<file path="config.mk">
export PLATFORM = sky130hd
export DESIGN_NAME = mvbq_ctrl
export DESIGN_NICKNAME = d
export VERILOG_FILES = /design/src/rtl/mvbq_pkg.sv /design/src/rtl/mvbq_ctrl.sv
export VERILOG_INCLUDE_DIRS = /design/src /design/src/rtl
export SDC_FILE = /design/constraint.sdc
export NUM_CORES = 1
export LEC_CHECK = 0
export ABC_AREA = 0
export BUFFER_PORTS_ARGS = -buffer_cell sky130_fd_sc_hd__buf_2
export CAP_MARGIN = 20
export CORE_AREA = 3 3 40 42
export CTS_CLUSTER_SIZE = 14
export DETAILED_ROUTE_END_ITERATION = 6
export DIE_AREA = 0 0 43 45
export PLACE_DENSITY = 0.52
export REMOVE_ABC_BUFFERS = 1
export SLEW_MARGIN = 20
export SYNTH_ARGS = -nofsm -noshare
export SYNTH_HDL_FRONTEND = slang
export SYNTH_SLANG_ARGS = --single-unit
</file>
<file path="constraint.sdc">
create_clock -name aclk -period 3.2 [get_ports aclk]
set_input_delay 0.48 -clock aclk [delete_from_list [all_inputs] [get_ports aclk]]
set_output_delay 0.48 -clock aclk [all_outputs]
set_load 0.01 [all_outputs]
</file>
<file path="src/rtl/multi_voice_biquad_filter_unit_macros.svh">
// Assertion macros used by the filter unit's controller.
`ifndef MULTI_VOICE_BIQUAD_FILTER_UNIT_MACROS_SVH
`define MULTI_VOICE_BIQUAD_FILTER_UNIT_MACROS_SVH

// Same-cycle implication, checked on aclk, off while aresetn is low.
`define MVBQ_ASSERT_NOW(label, ante, cons, msg) \
    label: assert property (@(posedge aclk) disable iff (!aresetn) (ante) |-> (cons)) \
        else $error(msg);

// Next-cycle implication, checked on aclk, off while aresetn is low.
`define MVBQ_ASSERT_NEXT(label, ante, cons, msg) \
    label: assert property (@(posedge aclk) disable iff (!aresetn) (ante) |=> (cons)) \
        else $error(msg);

`endif

</file>
<file path="src/rtl/mvbq_pkg.sv">
// Package: widths, codes, command struct and arithmetic helpers of the filter unit.
package mvbq_pkg;

    localparam int VOICES      = 9;
    localparam int VOICE_W     = 4;
    localparam int SAMPLE_BITS = 24;
    localparam int COEF_W      = 24;
    localparam int COEF_FRAC   = 20;
    localparam int DELAY_W     = 32;
    localparam int REG_COUNT   = 5;
    localparam int CFG_IDX_W   = 3;
    localparam int PROD_W      = SAMPLE_BITS + COEF_W;
    localparam int ACC_W       = PROD_W + 2;
    localparam int RND_W       = ACC_W - COEF_FRAC;
    localparam int SUM_W       = DELAY_W + 2;

    typedef logic signed [SAMPLE_BITS-1:0] sample_t;
    typedef logic signed [COEF_W-1:0]      coef_t;
    typedef logic signed [DELAY_W-1:0]     delay_t;
    typedef logic signed [PROD_W-1:0]      prod_t;
    typedef logic signed [ACC_W-1:0]       acc_t;
    typedef logic signed [RND_W-1:0]       rnd_t;
    typedef logic signed [SUM_W-1:0]       sum_t;
    typedef logic [VOICE_W-1:0]            voice_t;
    typedef logic [CFG_IDX_W-1:0]          cfg_idx_t;

    // Coefficient register codes, also the configuration index
    typedef enum logic [CFG_IDX_W-1:0] {
        CS_FF0 = 3'd0,
        CS_FF1 = 3'd1,
        CS_FF2 = 3'd2,
        CS_FB1 = 3'd3,
        CS_FB2 = 3'd4
    } coef_sel_t;

    localparam coef_t COEF_RESET [REG_COUNT] = '{
        COEF_W'(1003), COEF_W'(2006), COEF_W'(1003), COEF_W'(-2029373), COEF_W'(985197)
    };

    typedef enum logic [2:0] {
        ST_IDLE,
        ST_MUL_FF0,
        ST_OUT_Y,
        ST_MUL_FB1,
        ST_UPD_ONE,
        ST_WB
    } state_t;

    // Datapath commands issued by the controller each cycle
    typedef struct packed {
        logic      load;
        logic      pa_en;
        logic      pc_en;
        coef_sel_t ff_sel;
        logic      y_en;
        logic      pb_en;
        coef_sel_t fb_sel;
        logic      n1_en;
        logic      wb;
    } cmd_t;

    // Round half up and drop the coefficient fraction bits
    function automatic rnd_t rnd(input acc_t a);
        acc_t t;
        t = a + (acc_t'(1) <<< (COEF_FRAC - 1));
        return t[ACC_W-1:COEF_FRAC];
    endfunction

    // Saturate to the sample width
    function automatic sample_t sat_sample(input sum_t v);
        if ((&v[SUM_W-1:SAMPLE_BITS-1]) || !(|v[SUM_W-1:SAMPLE_BITS-1]))
            return v[SAMPLE_BITS-1:0];
        return {v[SUM_W-1], {(SAMPLE_BITS-1){~v[SUM_W-1]}}};
    endfunction

    // Saturate to the delay width
    function automatic delay_t sat_delay(input sum_t v);
        if ((&v[SUM_W-1:DELAY_W-1]) || !(|v[SUM_W-1:DELAY_W-1]))
            return v[DELAY_W-1:0];
        return {v[SUM_W-1], {(DELAY_W-1){~v[SUM_W-1]}}};
    endfunction

endpackage

</file>
<file path="src/rtl/mvbq_ctrl.sv">
// Controller: sequencing state machine and result-beat handshake.
`include "multi_voice_biquad_filter_unit_macros.svh"

module mvbq_ctrl (
    input  logic            aclk,
    input  logic            aresetn,
    input  logic            s_valid,
    output logic            s_ready,
    output logic            m_valid,
    input  logic            m_ready,
    output mvbq_pkg::cmd_t  cmd
);
    import mvbq_pkg::*;

    state_t state_reg, state_next;
    logic   m_valid_reg, m_valid_next;
    logic   accept;
    logic   slot_free;

    assign s_ready   = (state_reg == ST_IDLE);
    assign accept    = s_valid && s_ready;
    assign slot_free = !m_valid_reg || m_ready;
    assign m_valid   = m_valid_reg;

    // Next state
    always_comb begin
        state_next = state_reg;
        unique case (state_reg)
            ST_IDLE:    if (accept) state_next = ST_MUL_FF0;
            ST_MUL_FF0: state_next = ST_OUT_Y;
            ST_OUT_Y:   state_next = ST_MUL_FB1;
            ST_MUL_FB1: state_next = ST_UPD_ONE;
            ST_UPD_ONE: state_next = ST_WB;
            ST_WB:      if (slot_free) state_next = ST_IDLE;
            default:    state_next = ST_IDLE;
        endcase
    end

    // Datapath commands
    always_comb begin
        cmd = '0;
        cmd.ff_sel = CS_FF0;
        cmd.fb_sel = CS_FB1;
        unique case (state_reg)
            ST_IDLE:    cmd.load = accept;
            ST_MUL_FF0: cmd.pa_en = 1'b1;
            ST_OUT_Y: begin
                cmd.y_en   = 1'b1;
                cmd.pa_en  = 1'b1;
                cmd.ff_sel = CS_FF1;
            end
            ST_MUL_FB1: begin
                cmd.pc_en  = 1'b1;
                cmd.ff_sel = CS_FF2;
                cmd.pb_en  = 1'b1;
                cmd.fb_sel = CS_FB1;
            end
            ST_UPD_ONE: begin
                cmd.n1_en  = 1'b1;
                cmd.pb_en  = 1'b1;
                cmd.fb_sel = CS_FB2;
            end
            ST_WB:      cmd.wb = slot_free;
            default:    cmd = '0;
        endcase
    end

    // Result beat valid
    always_comb begin
        m_valid_next = m_valid_reg;
        if (cmd.wb)
            m_valid_next = 1'b1;
        else if (m_ready)
            m_valid_next = 1'b0;
    end

    always_ff @(posedge aclk) begin
        if (!aresetn) begin
            state_reg   <= ST_IDLE;
            m_valid_reg <= 1'b0;
        end else begin
            state_reg   <= state_next;
            m_valid_reg <= m_valid_next;
        end
    end

    `MVBQ_ASSERT_NEXT(a_accept_starts, accept, state_reg == ST_MUL_FF0, "accept did not start")
    `MVBQ_ASSERT_NOW(a_wb_slot_free, cmd.wb, slot_free, "result overwrote a pending beat")
    `MVBQ_ASSERT_NEXT(a_wb_sets_valid, cmd.wb, m_valid_reg && state_reg == ST_IDLE, "wb lost")
    `MVBQ_ASSERT_NOW(a_load_idle_only, cmd.load, state_reg == ST_IDLE, "load outside idle")

endmodule
</file>
==> metrics list, run 1 <==
- Status: finished, final reports clean
- Synthesized instance count: 38
- Layout cell share with drive strength beyond 1: between 50% and 60%
- The die covers about 1900 µm².
- Largest net degree at the start of global routing: 11
- Starting Density: 24.44%
* Count of cells resized by post-cts repair: 0
- The clock drives 4 sinks.
- The core region is around 1300 µm².
- Post-synthesis instance area: approximately 310 µm²
* RD Place Congestion: ~0.66
- Registers are responsible for a little over a third of the overall power.
- IO Pins: 19
- Distinct cell type count after synthesis: 23
- Global routing used around 7.7% of the available tracks.
- Number of hold buffers added after cts: 0
- After synthesis, flip-flops and latches occupy 25.50% of the total area.
* Cts bufs inserted: 3
- Via count: about 260
- Part of the power in the clock network: between 30% and 40%
- Clock root buffer master: clkbuf_4
- Number of placement rows: 13
- Average instance area after synthesis: roughly 8.3 µm²
* Flip-flop count of the largest register after layout: 3
- Synthesis inferred 4 register bits.
* DRC violation total after the first TritonRoute iteration: 0
- Count of buffering cells on the critical path with inverters included: 1
- Across the VDD grid, the largest voltage drop is 0.1602 mV.
- Setup Total Neg Slack: 0 ns
- After detailed routing, the number of remaining DRC violations is 0.
* Register area: approximately 80 µm²
- Data on the critical path is required at its endpoint by between 2 and 3 ns.
- Worst min-delay path category: in -> reg
- After clock tree synthesis, the clock-pin slew on the worst setup and hold paths is 0.04 ns.
- The signal on the critical path passes through nand2b_4, nor2_1, or2_2, buf_2.
- For this run, the number of Yosys warnings is 0.
- Net switching power figure: roughly 0.053 mW
- The clock reaches the later pin of the worst-skew pair after around 0.24 ns.
- Nature of the critical path endpoint: output pin
- Final count of negative-setup-slack endpoints: 0
* Fill cell instance count of the final layout: 147
- Startpoint-to-endpoint class of the critical path: reg -> out
- CP max FO: 9
- For this design, the slowest cell found on the critical path is dfxtp_1.
- STA puts the critical path data arrival time at between 1 and 1.5 ns.
- For this run, the post-layout net count is 56.
- Residual overflow from global routing: 0
- Maximum buffer depth of the clock tree: 2
* Wire length per cell: 9.415 µm
- Internal: 0.1199 mW
- The final number of hold-violating endpoints is 0.
- The tool flagged a number of max-cap violations equal to 0.
- Once detailed placement completed, the half-perimeter wirelength came to ~470 µm.
- Achievable frequency: 0.5505 GHz
- In this run the number of H-tree levels came out at 1.
- Min-Delay Startpoint: aresetn
- Area growth from synthesis to final layout: 18.73%
- Cell family with the largest share of critical-path delay: simple AND/OR/NAND/NOR gates
* Startpoint type of the worst setup path: register
* Power density over cell area: 464.0 nW/µm²
- For the final database, setup skew stands at between 0.006 and 0.007 ns.
* Total wire length after detailed routing: roughly 600 µm
- The initial antenna violation count came to 0.
* Stage delay of the slowest cell on the critical path: 0.45 ns
* Critical R2R Capture: state_reg[0]$_SDFFE_PN0P_
* Proportion of total power due to net switching: between 30% and 40%
- The final number of max-transition violations was 0.
- Slack of the worst reg-to-reg path: around 2.1 ns
* Clock tree from TritonCTS: yes
- Antenna cell count: 0
* Routed Antenna Nets: 0
- Buffers added to address setup during post-CTS repair amount to 0.
- Leakage Power: around 0.18 nW
* Via count normalized by instance count: 4.015
- Wire length of the first global-routing pass: about 1000 µm
- In the final layout, the multi-input gates occupy 162.7 µm².
- Overall power consumption after layout is estimated at approximately 0.17 mW.
- Number of global-route vias before repair: around 230
- Worst min-delay path endpoint: state_reg[2]$_SDFFE_PN0P_
- Worst Hold Path Cells: 2
* Chip height: between 40 and 50 µm
- Start of the worst register-to-register path: state_reg[2]$_SDFFE_PN0P_
- Input and output buffers added on the ports amount to 17.
- After layout, the worst path uses 56.77% of the clock period.
- Setup repair after global routing left no endpoint under its margin.
- 1st-pass router iterations: 1
- The number of cells on the worst reg-to-reg path is 3.
- In this run, the combinational gates consume 26.8% of the power.
- The die is roughly 43 µm wide.
* Minimum clock period after layout: 1.817 ns
[kinds of logic (layout without fill, tap and decap cells)]
| group | count (synthesis) | after routing | synth area share, % |
|---|---|---|---|
| DFF | 4 | 4 | 25.50 |
| AOI/OAI and AO/OA | 5 | 5 | 10.76 |
| and+or+nand+nor | 18 | 18 | 37.05 |
| xor gates and xnor gates | 1 | 1 | 2.789 |
| buffers and inverters | 9 | 21 | 22.71 |
| other | 1 | 1 | 1.194 |
[cell type report]
cell class	count	share of cell area (%)
multi-input cells	25	43.62
inverters	1	1.007
flip-flops and latches	4	21.48
well taps	15	5.034
clock buffers	3	6.040
repair buffers	17	22.82
[stage by stage]
| step | hold WS, ns | cell area (µm²) | cells | utilization [%] | worst slack, ns |
|---|---|---|---|---|---|
| finish | 0.5016 | 372.9 | 65 | 29.02 | 1.383 |
| global route | 0.5146 | 372.9 | 65 | 29.02 | 1.305 |
| CTS | 0.4955 | 372.9 | 65 | 29.02 | 1.364 |
| global placement | 0.5096 | 350.3 | 62 | 27.26 | 1.606 |
| floorplan | 0.5044 | 246.5 | 30 | - | 1.644 |
| detailed placement | 0.5105 | 350.3 | 62 | 27.26 | 1.616 |
[layout by cell type (no fill, tap or decap), drive strengths merged]
cell type   n
nor3b       3
nand2       2
o21ai       1
nand2b      2
xnor2       1
clkbuf      3
nor2b       1
nand3       1
dfxtp       4
a21boi      1
buf        17
or3         1
nor2        3
inv         1
or2         2
nor3        1
and2        2
a21oi       2
o21a        1
conb        1
[how the worst max path moves through the flow]
stage                               from      to  slack (ns)  cells past startpoint
2_1_floorplan  state_reg[2]$_SDFFE_PN0P_  cmd[5]        1.64                      3
3_3_place_gp   state_reg[1]$_SDFFE_PN0P_  cmd[5]        1.61                      4
3_5_place_dp   state_reg[1]$_SDFFE_PN0P_  cmd[5]        1.62                      4
4_1_cts        state_reg[1]$_SDFFE_PN0P_  cmd[5]        1.36                      4
5_1_grt        state_reg[1]$_SDFFE_PN0P_  cmd[5]        1.30                      4
6_report       state_reg[1]$_SDFFE_PN0P_  cmd[5]        1.38                      4
[power groups by stage]
stage	combinational, mW	sequential (mW)	clock (mW)
2_1_floorplan	0.0293	0.0611	0
3_3_place_gp	0.0467	0.0636	0
3_5_place_dp	0.0469	0.0631	0
4_1_cts	0.0472	0.0621	0.0683
5_1_grt	0.0518	0.0630	0.0748
6_report	0.0463	0.0621	0.0646
[cell usage after synthesis (all sizes together)]
| cell | number | share of area (%) |
|---|---|---|
| nand2 | 2 | 2.4 |
| o21ai | 1 | 1.6 |
| nor3b | 3 | 8.8 |
| conb | 1 | 1.2 |
| xnor2 | 1 | 2.8 |
| nor2 | 3 | 3.6 |
| or2 | 2 | 4.8 |
| a21boi | 1 | 3.6 |
| a21oi | 2 | 3.2 |
| inv | 1 | 1.2 |
| nand3 | 1 | 1.6 |
| dfxtp | 4 | 25 |
| nor3 | 1 | 1.6 |
| buf | 8 | 22 |
| nand2b | 2 | 6.4 |
| nor2b | 1 | 2.0 |
| and2 | 2 | 4.0 |
| or3 | 1 | 2.0 |
| o21a | 1 | 2.4 |
[metal layers]
metal  share of wire, %  vias up  track usage, %
met1                 46      106           8.434
met4                  0        0           5.422
met2                 41       16           9.880
met3                 13        0           5.976
li1                   -      139               -
met5                  0        -               0
No activity file was read; power rests on OpenSTA's default activity.
==> run 2: changes to the inputs <==
clock period = 1.7 ns   (was 3.2 ns; I/O delays follow)
==> run 2 against run 1 <==
Compared with the run above:
- sequential cell count unchanged
- combinational power rose by 89%
- via count is 5.7% higher
- largest power group unchanged
==> metrics list, run 2 (same netlist as run 1, synthesis figures left out) <==
- The analysis attributes to cell leakage a power of ~0.18 nW.
* Layout cell share with drive strength beyond 1: a little over half
- Clock root buffer master: clkbuf_4
- Via count normalized by instance count: around 4.2
* Area enclosed by the die boundary: 1935 µm²
* Via count: ~280
- After legalization and detailed placement, the total HPWL measured just under 500 µm.
- Clk pin slew, worst setup/hold paths: roughly 0.04 ns
- Min-Delay Startpoint: aresetn
* Cell family with the largest share of critical-path delay: simple AND/OR/NAND/NOR gates
- The clock arrives with approximately 0.0022 ns of skew.
- Antenna cell count: 0
- The worst setup path is launched from a register.
* Largest net degree at the start of global routing: 11
- Clock Latency Late Sink: approximately 0.24 ns
- Starting Density: 24.44%
* Post-detailed-route DRC marker count: 0
- Count of input and output buffers: 17
- Buffers added to address setup during post-CTS repair amount to 0.
* Worst min-delay path endpoint: state_reg[2]$_SDFFE_PN0P_
- Final layout net count: 56
- Leaving out fill and tap cells, the most frequent cell in the layout is buf_2.
* Residual overflow from global routing: 0
* Level count of the clock H-tree: 1
- The worst setup path is captured at an output pin.
- Global routing used under 10% of the available tracks.
- TritonCTS built the clock tree.
- Cts bufs inserted: 3
- The path class of the tightest hold or removal check is in -> reg.
- The initial antenna violation count is 0.
- Total wire length after detailed routing: approximately 640 µm
- In this design, the stage delay of the slowest critical-path cell is ~0.44 ns.
- Worst Reg2Reg Path Length in Cells: 3
* Routed Antenna Nets: 0
- The register with the most flip-flops in the layout has 3 of them.
* Critical R2R Capture: state_reg[0]$_SDFFE_PN0P_
* Die outline width: 43 µm
* Final count of negative-setup-slack endpoints: 0
- Critical path required time: roughly 1.4 ns
* VDD IR-drop max: about 0.58 mV
- Commonest non-fill, non-tap cells in the layout: buf_2 (17), dfxtp_1 (4), nor2_1 (3), clkbuf_4 (3)
* Sink Count: 4
- The run finished with clean final reports.
* Count of cells resized by post-cts repair: 0
* Total core area: between 1000 and 1500 µm²
- The first global-routing pass estimated approximately 1000 µm of wire.
- Area growth from synthesis to final layout: 18.73%
- The startpoint identified for the worst register-to-register timing path is state_reg[2]$_SDFFE_PN0P_.
- Critical Path AT: 1.33 ns
* Power density over cell area: approximately 870 nW/µm²
- Fill cell instance count of the final layout: approximately 150
- Final Hold Fails: 0
- Maximum capacitance violations: 0
- The number of global-route vias before repair was approximately 230.
- The final critical path takes up 93.47% of the cycle.
- Startpoint-to-endpoint class of the critical path: reg -> out
* Wire length per cell: ~10 µm
- For this design, the CTS-stage hold fixing added 0 buffers.
* Slack of the worst reg-to-reg path: ~0.62 ns
- The final number of max-transition violations was 0.
* RSZ-0062 raised after global routing: false
* Achievable frequency: roughly 0.63 GHz
- After routing, the total negative slack on setup checks comes to 0 ns.
* Core occupancy in the finished layout: between 20% and 30%
- For this design the top-level I/O count stands at 19.
* Slowest stage cell, crit path: dfxtp_1
- The clock passes through at most 2 buffers.
- The first detailed-routing pass ran for 2 iterations.
- RD Place Congestion: 0.6808
- The first routing iteration left 2 violations.
- The floorplan has 13 rows.
- The signal on the critical path passes through nand2b_4, nor2_1, or2_2, buf_2.
- Counting both buffers and inverters, the worst setup path holds a total of 1.
- Chip height: around 45 µm
- Minimum clock period after layout: between 1.5 and 2 ns
- The worst hold path passes through 2 cells.
- Of all nets on the critical path, the largest fanout is 9.
==> run 2: worst max-delay path by stage <==
stage                  end  slack, ns  cells past startpoint                       from
floorplan           cmd[5]       0.37                      3  state_reg[2]$_SDFFE_PN0P_
global placement    cmd[5]       0.37                      3  state_reg[2]$_SDFFE_PN0P_
detailed placement  cmd[5]       0.36                      4  state_reg[1]$_SDFFE_PN0P_
CTS                 cmd[5]       0.10                      3  state_reg[2]$_SDFFE_PN0P_
global route        cmd[5]       0.01                      4  state_reg[1]$_SDFFE_PN0P_
finish              cmd[5]       0.11                      4  state_reg[1]$_SDFFE_PN0P_
==> run 2: area by class of cell <==
class	count	area (µm²)	area share, %
inverters	1	3.754	1.007
repair buffers	17	85.08	22.82
well taps	15	18.77	5.034
flip-flops and latches	4	80.08	21.48
clock buffers	3	22.52	6.040
multi-input cells	25	162.7	43.62
==> run 2: through the flow <==
step / instance area, µm² / instances / power, mW / hold WS, ns / setup slack [ns]
after floorplan: 246.5 / 30 / 0.1702 / 0.3725 / 0.3692
after global placement: 350.3 / 62 / 0.2063 / 0.5131 / 0.3735
after detailed placement: 350.3 / 62 / 0.2069 / 0.5170 / 0.3554
after CTS: 372.9 / 65 / 0.3329 / 0.2739 / 0.1045
after global routing: 372.9 / 65 / 0.3562 / 0.2836 / 0.01341
final: 372.9 / 65 / 0.3258 / 0.2700 / 0.1111
==> run 2: metal layers <==
metal  share of wire [%]  up-vias  track usage (%)
met5                   0        -                0
met4                 2.5        0            3.614
met3                  15        2            6.375
met2                  37       18            9.880
met1                  46      113            9.398
li1                    -      143                -
==> run 2: power breakdown <==
part | internal, mW | total [mW] | switching (mW)
Combinational | 0.0448 | 0.0874 | 0.0427
Clock | 0.0792 | 0.121 | 0.0422
Sequential | 0.102 | 0.117 | 0.0153
Total | 0.226 | 0.326 | 0.100
